File: src/hdl/sc2a_pkg.sv
// ----------------------------------------------------------------------------
// sc2a_pkg
// Types, scan codes and character maps for the set-1 scan code translator.
// ----------------------------------------------------------------------------
package sc2a_pkg;

  typedef logic [7:0] byte_t;

  localparam int unsigned MapSize = 89;
  localparam int unsigned MapIdxW = $clog2(MapSize);

  localparam byte_t CodeLShiftMake  = 8'h2A;
  localparam byte_t CodeRShiftMake  = 8'h36;
  localparam byte_t CodeLShiftBreak = 8'hAA;
  localparam byte_t CodeRShiftBreak = 8'hB6;
  localparam byte_t CodeCapsBreak   = 8'hBA;
  localparam byte_t CodeBackspace   = 8'h0E;
  localparam byte_t CodeMapLast     = 8'h58;
  localparam byte_t CharBackspace   = 8'h08;
  localparam byte_t CharNone        = 8'h00;

  typedef struct packed {
    logic lshift;
    logic rshift;
    logic caps;
  } mods_t;

  localparam byte_t LowerMap [MapSize] = '{
    8'h00, 8'h00, 8'h31, 8'h32, 8'h33, 8'h34, 8'h35, 8'h36,
    8'h37, 8'h38, 8'h39, 8'h30, 8'h2D, 8'h3D, 8'h08, 8'h09,
    8'h71, 8'h77, 8'h65, 8'h72, 8'h74, 8'h79, 8'h75, 8'h69,
    8'h6F, 8'h70, 8'h5B, 8'h5D, 8'h0A, 8'h00, 8'h61, 8'h73,
    8'h64, 8'h66, 8'h67, 8'h68, 8'h6A, 8'h6B, 8'h6C, 8'h3B,
    8'h27, 8'h60, 8'h00, 8'h5C, 8'h7A, 8'h78, 8'h63, 8'h76,
    8'h62, 8'h6E, 8'h6D, 8'h2C, 8'h2E, 8'h2F, 8'h00, 8'h2A,
    8'h00, 8'h20, 8'h00, 8'h81, 8'h82, 8'h83, 8'h84, 8'h85,
    8'h86, 8'h87, 8'h88, 8'h89, 8'h8A, 8'h8B, 8'h8C, 8'h8D,
    8'h8E, 8'h8F, 8'h90, 8'h91, 8'h92, 8'h93, 8'h94, 8'h95,
    8'h96, 8'h97, 8'h98, 8'h99, 8'h00, 8'h00, 8'h00, 8'h9A,
    8'h9B
  };

  localparam byte_t UpperMap [MapSize] = '{
    8'h00, 8'h00, 8'h21, 8'h40, 8'h23, 8'h24, 8'h25, 8'h5E,
    8'h26, 8'h2A, 8'h28, 8'h29, 8'h5F, 8'h2B, 8'h08, 8'h09,
    8'h51, 8'h57, 8'h45, 8'h52, 8'h54, 8'h59, 8'h55, 8'h49,
    8'h4F, 8'h50, 8'h7B, 8'h7D, 8'h0A, 8'h00, 8'h41, 8'h53,
    8'h44, 8'h46, 8'h47, 8'h48, 8'h4A, 8'h4B, 8'h4C, 8'h3A,
    8'h22, 8'h7E, 8'h00, 8'h7C, 8'h5A, 8'h58, 8'h43, 8'h56,
    8'h42, 8'h4E, 8'h4D, 8'h3C, 8'h3E, 8'h3F, 8'h00, 8'h2A,
    8'h00, 8'h20, 8'h00, 8'h81, 8'h82, 8'h83, 8'h84, 8'h85,
    8'h86, 8'h87, 8'h88, 8'h89, 8'h8A, 8'h8B, 8'h8C, 8'h8D,
    8'h8E, 8'h8F, 8'h90, 8'h91, 8'h92, 8'h93, 8'h94, 8'h95,
    8'h96, 8'h97, 8'h98, 8'h99, 8'h00, 8'h00, 8'h00, 8'h9A,
    8'h9B
  };

endpackage

File: src/hdl/sc2a_decode.sv
// ----------------------------------------------------------------------------
// sc2a_decode
// Modifier flags and map lookup for one scan code per advancing cycle.
// ----------------------------------------------------------------------------
module sc2a_decode import sc2a_pkg::*; (
  input  logic  clk,
  input  logic  rst,
  input  logic  step,
  input  byte_t code,
  output byte_t char_code
);

  mods_t mods;
  mods_t mods_next;
  logic [MapIdxW-1:0] idx;
  logic  shifted;
  byte_t mapped;

  always_comb begin
    mods_next = mods;
    case (code)
      CodeLShiftMake:  mods_next.lshift = 1'b1;
      CodeRShiftMake:  mods_next.rshift = 1'b1;
      CodeLShiftBreak: mods_next.lshift = 1'b0;
      CodeRShiftBreak: mods_next.rshift = 1'b0;
      CodeCapsBreak:   mods_next.caps   = ~mods.caps;
      default:         mods_next        = mods;
    endcase
  end

  always_ff @(posedge clk) begin
    if (rst) begin
      mods <= '0;
    end else if (step) begin
      mods <= mods_next;
    end
  end

  assign idx     = code[MapIdxW-1:0];
  assign shifted = mods.lshift | mods.rshift | mods.caps;

  always_comb begin
    if (code == CodeBackspace) begin
      mapped = CharBackspace;
    end else if (code > CodeMapLast) begin
      mapped = CharNone;
    end else if (shifted) begin
      mapped = UpperMap[idx];
    end else begin
      mapped = LowerMap[idx];
    end
  end

  assign char_code = mapped;

endmodule

File: src/hdl/scan_code_to_ascii_translator.sv
// ----------------------------------------------------------------------------
// scan_code_to_ascii_translator
// Set-1 scan code to character translator with shift and caps lock tracking.
// ----------------------------------------------------------------------------
//  channel   direction  tdata fields (low bit up)
//  s_axis    in         scan_code [7:0]
//  m_axis    out        char_code [7:0]
//
//  One request per cycle sustained while the result is not stalled.
//  An input register feeds the flag update and map lookup, which load the result register.
//  Reset clears both valid bits and all modifier flags.
//  A stalled result holds the result register; the input register still takes one more request if it is empty.
// ----------------------------------------------------------------------------
module scan_code_to_ascii_translator import sc2a_pkg::*; (
  input  logic       clk,
  input  logic       rst,
  input  logic       s_axis_tvalid,
  output logic       s_axis_tready,
  input  logic [7:0] s_axis_tdata,   // [7:0] scan_code
  output logic       m_axis_tvalid,
  input  logic       m_axis_tready,
  output logic [7:0] m_axis_tdata    // [7:0] char_code
);

  logic  in_valid;
  byte_t in_code;
  logic  out_valid;
  byte_t out_char;
  logic  advance;
  byte_t char_code;

  assign advance       = in_valid & (~out_valid | m_axis_tready);
  assign s_axis_tready = ~in_valid | advance;

  always_ff @(posedge clk) begin
    if (rst) begin
      in_valid <= 1'b0;
    end else if (s_axis_tready) begin
      in_valid <= s_axis_tvalid;
    end
  end

  always_ff @(posedge clk) begin
    if (s_axis_tready && s_axis_tvalid) begin
      in_code <= s_axis_tdata;
    end
  end

  sc2a_decode u_decode (
    .clk       (clk),
    .rst       (rst),
    .step      (advance),
    .code      (in_code),
    .char_code (char_code)
  );

  always_ff @(posedge clk) begin
    if (rst) begin
      out_valid <= 1'b0;
    end else if (advance) begin
      out_valid <= 1'b1;
    end else if (m_axis_tready) begin
      out_valid <= 1'b0;
    end
  end

  always_ff @(posedge clk) begin
    if (advance) begin
      out_char <= char_code;
    end
  end

  assign m_axis_tvalid = out_valid;
  assign m_axis_tdata  = out_char;

endmodule

File: config.mk
export PLATFORM = sky130hd
export DESIGN_NAME = scan_code_to_ascii_translator
export DESIGN_NICKNAME = d
export VERILOG_FILES = /design/src/hdl/sc2a_pkg.sv /design/src/hdl/sc2a_decode.sv /design/src/hdl/scan_code_to_ascii_translator.sv
export SDC_FILE = /design/constraint.sdc
export NUM_CORES = 1
export LEC_CHECK = 0
export ABC_AREA = 1
export BUFFER_PORTS_ARGS = -buffer_cell sky130_fd_sc_hd__buf_2
export CORE_ASPECT_RATIO = 0.8
export CORE_MARGIN = 3
export CORE_UTILIZATION = 61
export CTS_BUF_LIST = sky130_fd_sc_hd__clkbuf_2
export DETAILED_ROUTE_END_ITERATION = 6
export GPL_ROUTABILITY_DRIVEN = 0
export PLACE_DENSITY_LB_ADDON = 0.15
export SLEW_MARGIN = 20
export SYNTH_ARGS = -nofsm -noshare
export SYNTH_HDL_FRONTEND = slang
export SYNTH_SLANG_ARGS = --single-unit
File: constraint.sdc
create_clock -name clk -period 2.45 [get_ports clk]
set_clock_uncertainty 0.05 [all_clocks]
set_input_delay 0.1225 -clock clk [delete_from_list [all_inputs] [get_ports clk]]
set_output_delay 0.1225 -clock clk [all_outputs]
set_load 0.01 [all_outputs]
==> impl_metrics.csv, run 1 <==
group,metric,value,unit
clock_network,htreeDepth,1,
clock_network,cts.path.max_buffers,2,
global_routing,grt_max_degree,26,
finish,area_delta_synth_final,14.52,%
worst_setup_path,reg2reg_slack,240,ps
drt,drt_wl_total,6.086,mm
clock_network,cts_tree,"built",
yosys,synth_enable_flop_cells,16,
worst_setup_path,rr_startpoint,"in_code[4]",
sta,period_needed,2210,ps
global_routing,grt_pass1_wl,9.956,mm
global_routing,grt_pass1_vias,2152,
yosys,synth.cell_area,0.002033,sq mm
worst_setup_path,crit_required,2620,ps
die,floorplan.rows,18,
die,start_util,64.95,%
sta,drv_slew,0,
drt,drt_pass1_iterations,7,
drt,drtIter0Drc,490,
worst_setup_path,rr_worst_depth,9,
worst_setup_path,reg2reg_to,"m_axis_tdata[3]",
yosys,syn_nets,354,
die,core_area,0.003131,sq mm
global_routing,grt-ovfl-total,0,
placement,port_buffers,21,
die,die_area,0.004066,sq mm
run_status,violations,"DRC",
clock_network,clock_latency,330,ps
yosys,synth_cell_types,27,
sta,relSlewSlack,64.05,%
sta,finalSetupViolCount,0,
run,maxCapViolCount,0,
power_and_ir_drop,powerDensity,372.3,mW/mm^2
sta,grt_setup_unrepaired,"no",
power_and_ir_drop,p_leak,1.167,nW
yosys,synth_seq_cells,21,
drt,via_per_inst,5.993,
clock_network,cts-root-buf,"clkbuf_2",
yosys,seq_area_frac_synth,28.55,%
drt,vias,2409,
sta,period_share,90.20,%
die,ios,22,
run_status,outcome,"finished with violations",
clock_network,clock-sinks,21,
sta,layout_setup_ws,240.2,ps
sta,tns,0,ps
sta,fin_hold_ws,287.2,ps
global_routing,antenna_found_initial,0,
min_path,min_path_type,"in2reg",
yosys,yosysWarnings,0,
worst_setup_path,worst_setup_path_end_kind,"flip-flop",
drt,drcViolationCount,53,
yosys,synth-main-ff-cell,"edfxtp_1",
finish,num_antenna_cells,0,
clock_network,numCtsBuffers,3,
worst_setup_path,crit_arrival,2380,ps
yosys,async_flop_share,0,%
sta,fmax,452.5,MHz
die,die_x,70.55,microns
placement,dp_slack,244.2,ps
worst_setup_path,worstSetupPathType,"reg2reg",
clock_network,clkTransAtPathRegs,210,ps
placement,place.detailed.hpwl,4.285,mm
global_routing,grt_usage,30.58,%
power_and_ir_drop,vdd_drop_max,355.4,uV
drt,routedWlPerCell,15.14,microns
yosys,syn_area_per_cell,6.180,sq um
worst_setup_path,crit_path_end,"m_axis_tdata[3]",
yosys,synth_cells,329,
finish,fin_nets,388,
finish,drive_gt1_share,11.88,%
die,die_y,57.64,microns
sta,finalHoldViolations,0,
drt,antenna_left,0,
worst_setup_path,worstPathMaxFanout,15,
worst_setup_path,critPathLaunch,"in_code[4]",
worst_setup_path,worstSetupStartpointType,"flip-flop",
sta,worst_slew_pin_slew,538.6,ps
## synthesized netlist by cell type, drive strengths merged, types with 2 or more instances
library cell	number	area, sq um
a211oi	2	15.01
a21oi	25	128.9
buf	12	63.80
dfxtp	5	100.1
edfxtp	16	480.5
ha	13	162.7
inv	34	127.6
nand2	108	407.9
nand3	43	215.2
nand4	4	25.02
nor2	36	140.1
nor3	2	10.01
o21ai	22	110.1
## worst max-delay path, cell delays in order (launching register included)
cell      delay, ps
edfxtp_1        580
inv_1           470
nand2_1         130
inv_1           160
nor3_1           70
o31ai_1          90
nand3_1         240
nor2_1          190
nand2_1          70
nand2_1          50
## area by class of cell
type / count / area, sq um
fill: 257 / 802.0
timing repair buffer: 42 / 290.3
sequential: 21 / 580.6
clock inverter: 1 / 5.005
clock buffer: 3 / 15.01
tap: 40 / 50.05
multi-input combinational: 261 / 1260
inverter: 34 / 127.6
## routing by layer
layer / global-route usage [%] / share of wire [%] / up-vias
li1: - / - / 1151
met1: 41.58 / 40 / 1033
met2: 46.53 / 42 / 186
met3: 9.012 / 14 / 39
met4: 11.53 / 4.6 / 0
met5: 0 / 0 / -
## worst min-delay path by stage
stage                      end  cells past startpoint  slack (ps)            start
finish              in_code[6]                      3         290    s_axis_tvalid
global placement    in_code[4]                      1         250  s_axis_tdata[4]
global route        in_code[7]                      3         300    s_axis_tvalid
floorplan             in_valid                      1         140              rst
detailed placement  in_code[6]                      1         250  s_axis_tdata[6]
CTS                 in_code[6]                      3         220    s_axis_tvalid
## placed cells by master (no fill, tap or decap), drive strengths merged
master       instances
a31oi                1
o22ai                1
nor3                 2
a22oi                1
o31ai                1
dfxtp                5
o21ai               22
o21bai               1
inv                 34
clkinv               1
nand4                4
clkbuf               3
o211ai               1
nor2                36
ha                  13
nand3               43
edfxtp              16
a21oi               25
nand2              108
a211oi               2
buf                 31
dlygate4sd3         11
## power by group
group | leakage [nW] | total (mW) | internal (mW) | switching [mW]
sequential | 0.195 | 0.418 | 0.404 | 0.0142
clock | 0.0164 | 0.148 | 0.0370 | 0.111
combinational | 0.956 | 0.301 | 0.105 | 0.196
## sequential cells by signal (all words and copies together) (netlist names)
signal and cells:
u_decode.mods 3, m_axis_tdata 8, in_valid 1, in_code 8
m_axis_tvalid 1
## repair_timing
| item | 4_1_cts | 5_1_grt |
|---|---|---|
| hold buffers | 11 | 0 |
| setup endpoints to repair | 0 | 2 |
| buffers inserted | 0 | 2 |
| gates resized for setup | 0 | 1 |
| endpoints found under the hold margin | 12 | 0 |
## per-stage QoR
stage	utilization, %	cells	total power [mW]	area (sq um)
2_1_floorplan	-	329	0.6195	2033
3_3_place_gp	69.66	385	0.6934	2181
3_5_place_dp	69.66	385	0.6945	2181
4_1_cts	73.82	400	0.8532	2311
5_1_grt	74.38	402	0.9149	2328
6_report	74.38	402	0.8669	2328
## cell families (layout without fill, tap and decap cells)
logic type,Yosys count,in the layout,synth area share [%]
buffers and inverters,47,80,9.599
AND/OR/NAND/NOR,193,193,39.26
AO/OA/AOI/OAI,55,55,14.59
adder cells (fa/ha/maj),13,13,8.000
flip-flops,21,21,28.55
(Power assumes the default switching activity.)
==> inputs of run 2 (changes only) <==
Settings changed: ABC_AREA 1 to unset, CORE_UTILIZATION 61 to 55, PLACE_DENSITY set to 0.76, PLACE_DENSITY_LB_ADDON 0.15 to unset.
Clock period 2.45 ns to 1.8 ns, I/O delays scaled along.
==> impl_metrics.csv, run 2 <==
group,metric,value,unit
die,core_area,0.003518,sq mm
global_routing,grt_pass1_vias,2295,
clock_network,numCtsBuffers,3,
drt,via_per_inst,6.671,
drt,drt_pass1_iterations,6,
placement,port_buffers,21,
finish,num_antenna_cells,0,
clock_network,clock_latency,350,ps
clock_network,htreeDepth,1,
finish,fill_cells,186,
sta,grt_setup_unrepaired,"yes",
yosys,syn_nets,279,
drt,routedWlPerCell,20.27,microns
clock_network,clock-sinks,21,
global_routing,grt-ovfl-total,0,
run,maxCapViolCount,0,
finish,layout_common_cells,"65 x buf_4, 21 x buf_2, 19 x nor2_1, 16 x edfxtp_1, 15 x a21oi_1",
finish,fin_nets,361,
yosys,synth_common_cells,"19 x a21oi_1, 19 x nor2_1, 16 x edfxtp_1",
finish,fin_cells,377,
power_and_ir_drop,vdd_drop_max,424.7,uV
worst_setup_path,worst_setup_path_end_kind,"flip-flop",
placement,place.detailed.hpwl,4.828,mm
drt,drt_wl_total,7.641,mm
die,floorplan.rows,19,
sta,worst_slew_pin_slew,458.4,ps
worst_setup_path,crit_buf_inv,1,
worst_setup_path,path_cells,"clkinvlp_4 > ha_1 > nand3b_1 > a211oi_2 > a21oi_2 > nor3_1 > a2111oi_2",
finish,drive_gt1_share,40.30,%
sta,period_needed,2307,ps
yosys,yosys.area.top_type_share,23.13,%
global_routing,antenna_found_initial,0,
global_routing,grt_usage,33.05,%
drt,vias,2515,
worst_setup_path,crit_required,1850,ps
yosys,synth_cell_types,52,
yosys,yosysWarnings,0,
die,die_area,0.004554,sq mm
sta,layout_setup_ws,-506.5,ps
yosys,syn_area_per_cell,8.177,sq um
yosys,seq_area_frac_synth,27.95,%
sta,drv_slew,0,
finish,area_delta_synth_final,43.98,%
worst_setup_path,slowest_delay,510,ps
sta,fmax,433.6,MHz
sta,finalHoldViolations,0,
worst_setup_path,cp_top_family,"flip-flops",
yosys,synth-main-ff-cell,"edfxtp_1",
die,die_x,74.71,microns
yosys,synth_cells,254,
worst_setup_path,slowest_stage,"edfxtp_1",
drt,drtIter0Drc,389,
worst_setup_path,worstSetupPathType,"reg2reg",
sta,period_share,128.1,%
worst_setup_path,worstSetupStartpointType,"flip-flop",
min_path,min_path_type,"in2reg",
clock_network,cts.path.max_buffers,2,
clock_network,cts-root-buf,"clkbuf_2",
worst_setup_path,worstPathMaxFanout,8,
power_and_ir_drop,p_leak,1.181,nW
drt,antenna_left,0,
run_status,violations,"setup timing",
placement,dp_cells,350,
power_and_ir_drop,powerDensity,449.3,mW/mm^2
die,die_y,60.97,microns
yosys,synth_enable_flop_cells,16,
yosys,async_flop_share,0,%
yosys,netlist_top_cells_area,"edfxtp_1 23%, ha_1 7.8%, dfxtp_1 4.8%, a21oi_1 4.6%, nor2b_1 3.9%",
yosys,yosys.area.top_type,"edfxtp_1",
die,start_util,59.03,%
worst_setup_path,crit_arrival,2350,ps
drt,drcViolationCount,0,
sta,relSlewSlack,69.05,%
yosys,synth_seq_cells,21,
clock_network,cts_tree,"built",
global_routing,grt_pass1_wl,11.22,mm
placement,dpl_cell_area,0.002603,sq mm
worst_setup_path,reg2reg_slack,-510,ps
finish,final_common_cell,"buf_4",
sta,finalSetupViolCount,11,
run_status,outcome,"finished with violations",
die,ios,22,
global_routing,grt_max_degree,21,
clock_network,clkTransAtPathRegs,230,ps
yosys,synth.cell_area,0.002077,sq mm
finish,fin_area,0.002990,sq mm
finish,post-route-util,84.99,%
## run 2: cell count changes after synthesis, moves of 7 or more
cell | previous run | this run
nand3_1 | 43 | 11
clkbuf_1 | 1 | 8
o21ai_0 | 18 | 11
nor2_1 | 34 | 19
nand2b_1 | 0 | 8
inv_1 | 31 | 4
nor2b_1 | 0 | 13
nor3_1 | 2 | 11
nand2_1 | 107 | 13
o211ai_1 | 1 | 9
## run 2: kinds of logic (layout without fill, tap and decap cells)
group / count (synthesis) / after routing / share of synthesized area [%]
AOI/OAI and AO/OA: 80 / 80 / 26.26
xor gates and xnor gates: 2 / 2 / 0.8435
adders and majority gates: 13 / 13 / 7.832
buffers and inverters: 29 / 110 / 6.084
DFF: 21 / 21 / 27.95
muxes: 7 / 7 / 4.638
and+or+nand+nor: 102 / 102 / 26.39
## run 2: path summary, 6_finish.rpt
kind | to | cells past startpoint | start
worst max-delay path | m_axis_tdata[4] | 7 | in_code[1]
worst min-delay path | in_valid | 4 | m_axis_tready
worst min register to register | u_decode.mods[2] | 2 | u_decode.mods[2]
worst max register to register | m_axis_tdata[4] | 7 | in_code[1]
## run 2: report_power, final
group / internal, mW / switching (mW) / total [mW] / leakage [nW]
registers: 0.550 / 0.0203 / 0.570 / 0.194
logic: 0.262 / 0.300 / 0.562 / 0.974
clock network: 0.0517 / 0.159 / 0.211 / 0.0126
total: 0.864 / 0.480 / 1.34 / 1.18
## run 2: worst register-to-register path, delay by kind of cell (launching register included)
family                   cells  cell delay (ps)
AND/OR/NAND/NOR              2              450
flip-flops                   1              510
AO/OA/AOI/OAI                3              420
buffers and inverters        1              310
adder cells (fa/ha/maj)      1              330
## run 2: cell type report
type / count / area (sq um) / share of cell area (%)
Clock buffer: 3 / 15.01 / 0.5021
Clock inverter: 1 / 7.507 / 0.2510
Inverter: 7 / 32.53 / 1.088
Multi-Input combinational cell: 204 / 1568 / 52.43
Sequential cell: 21 / 580.6 / 19.41
Tap cell: 42 / 52.55 / 1.757
Timing Repair Buffer: 99 / 734.5 / 24.56
## run 2: through the flow
stage	setup WS, ps	setup TNS (ps)	hold slack (ps)	power [mW]
global route	-593.0	-4466	164.1	1.392
detailed placement	-414.9	-3074	218.3	1.030
floorplan	-298.0	-2059	112.1	0.8558
global placement	-369.3	-2554	217.2	1.022
CTS	-401.9	-2532	106.2	1.278
finish	-506.5	-3455	161.5	1.344
## run 2: what timing repair did
item	in CTS	in global routing
setup endpoints to repair	11	11
pin swaps	4	19
gates cloned	0	0
hold endpoints to repair	13	0
gates resized for setup	15	21
hold buffers	11	0
setup buffers	5	7
## run 2: per-layer routing
| layer | vias to the layer above | global-route usage (%) | routed length, microns |
|---|---|---|---|
| met4 | 0 | 11.93 | 444 |
| met2 | 207 | 52.69 | 3388 |
| met5 | - | 0 | 0 |
| li1 | 1124 | - | - |
| met3 | 66 | 8.278 | 905 |
| met1 | 1118 | 43.77 | 2903 |
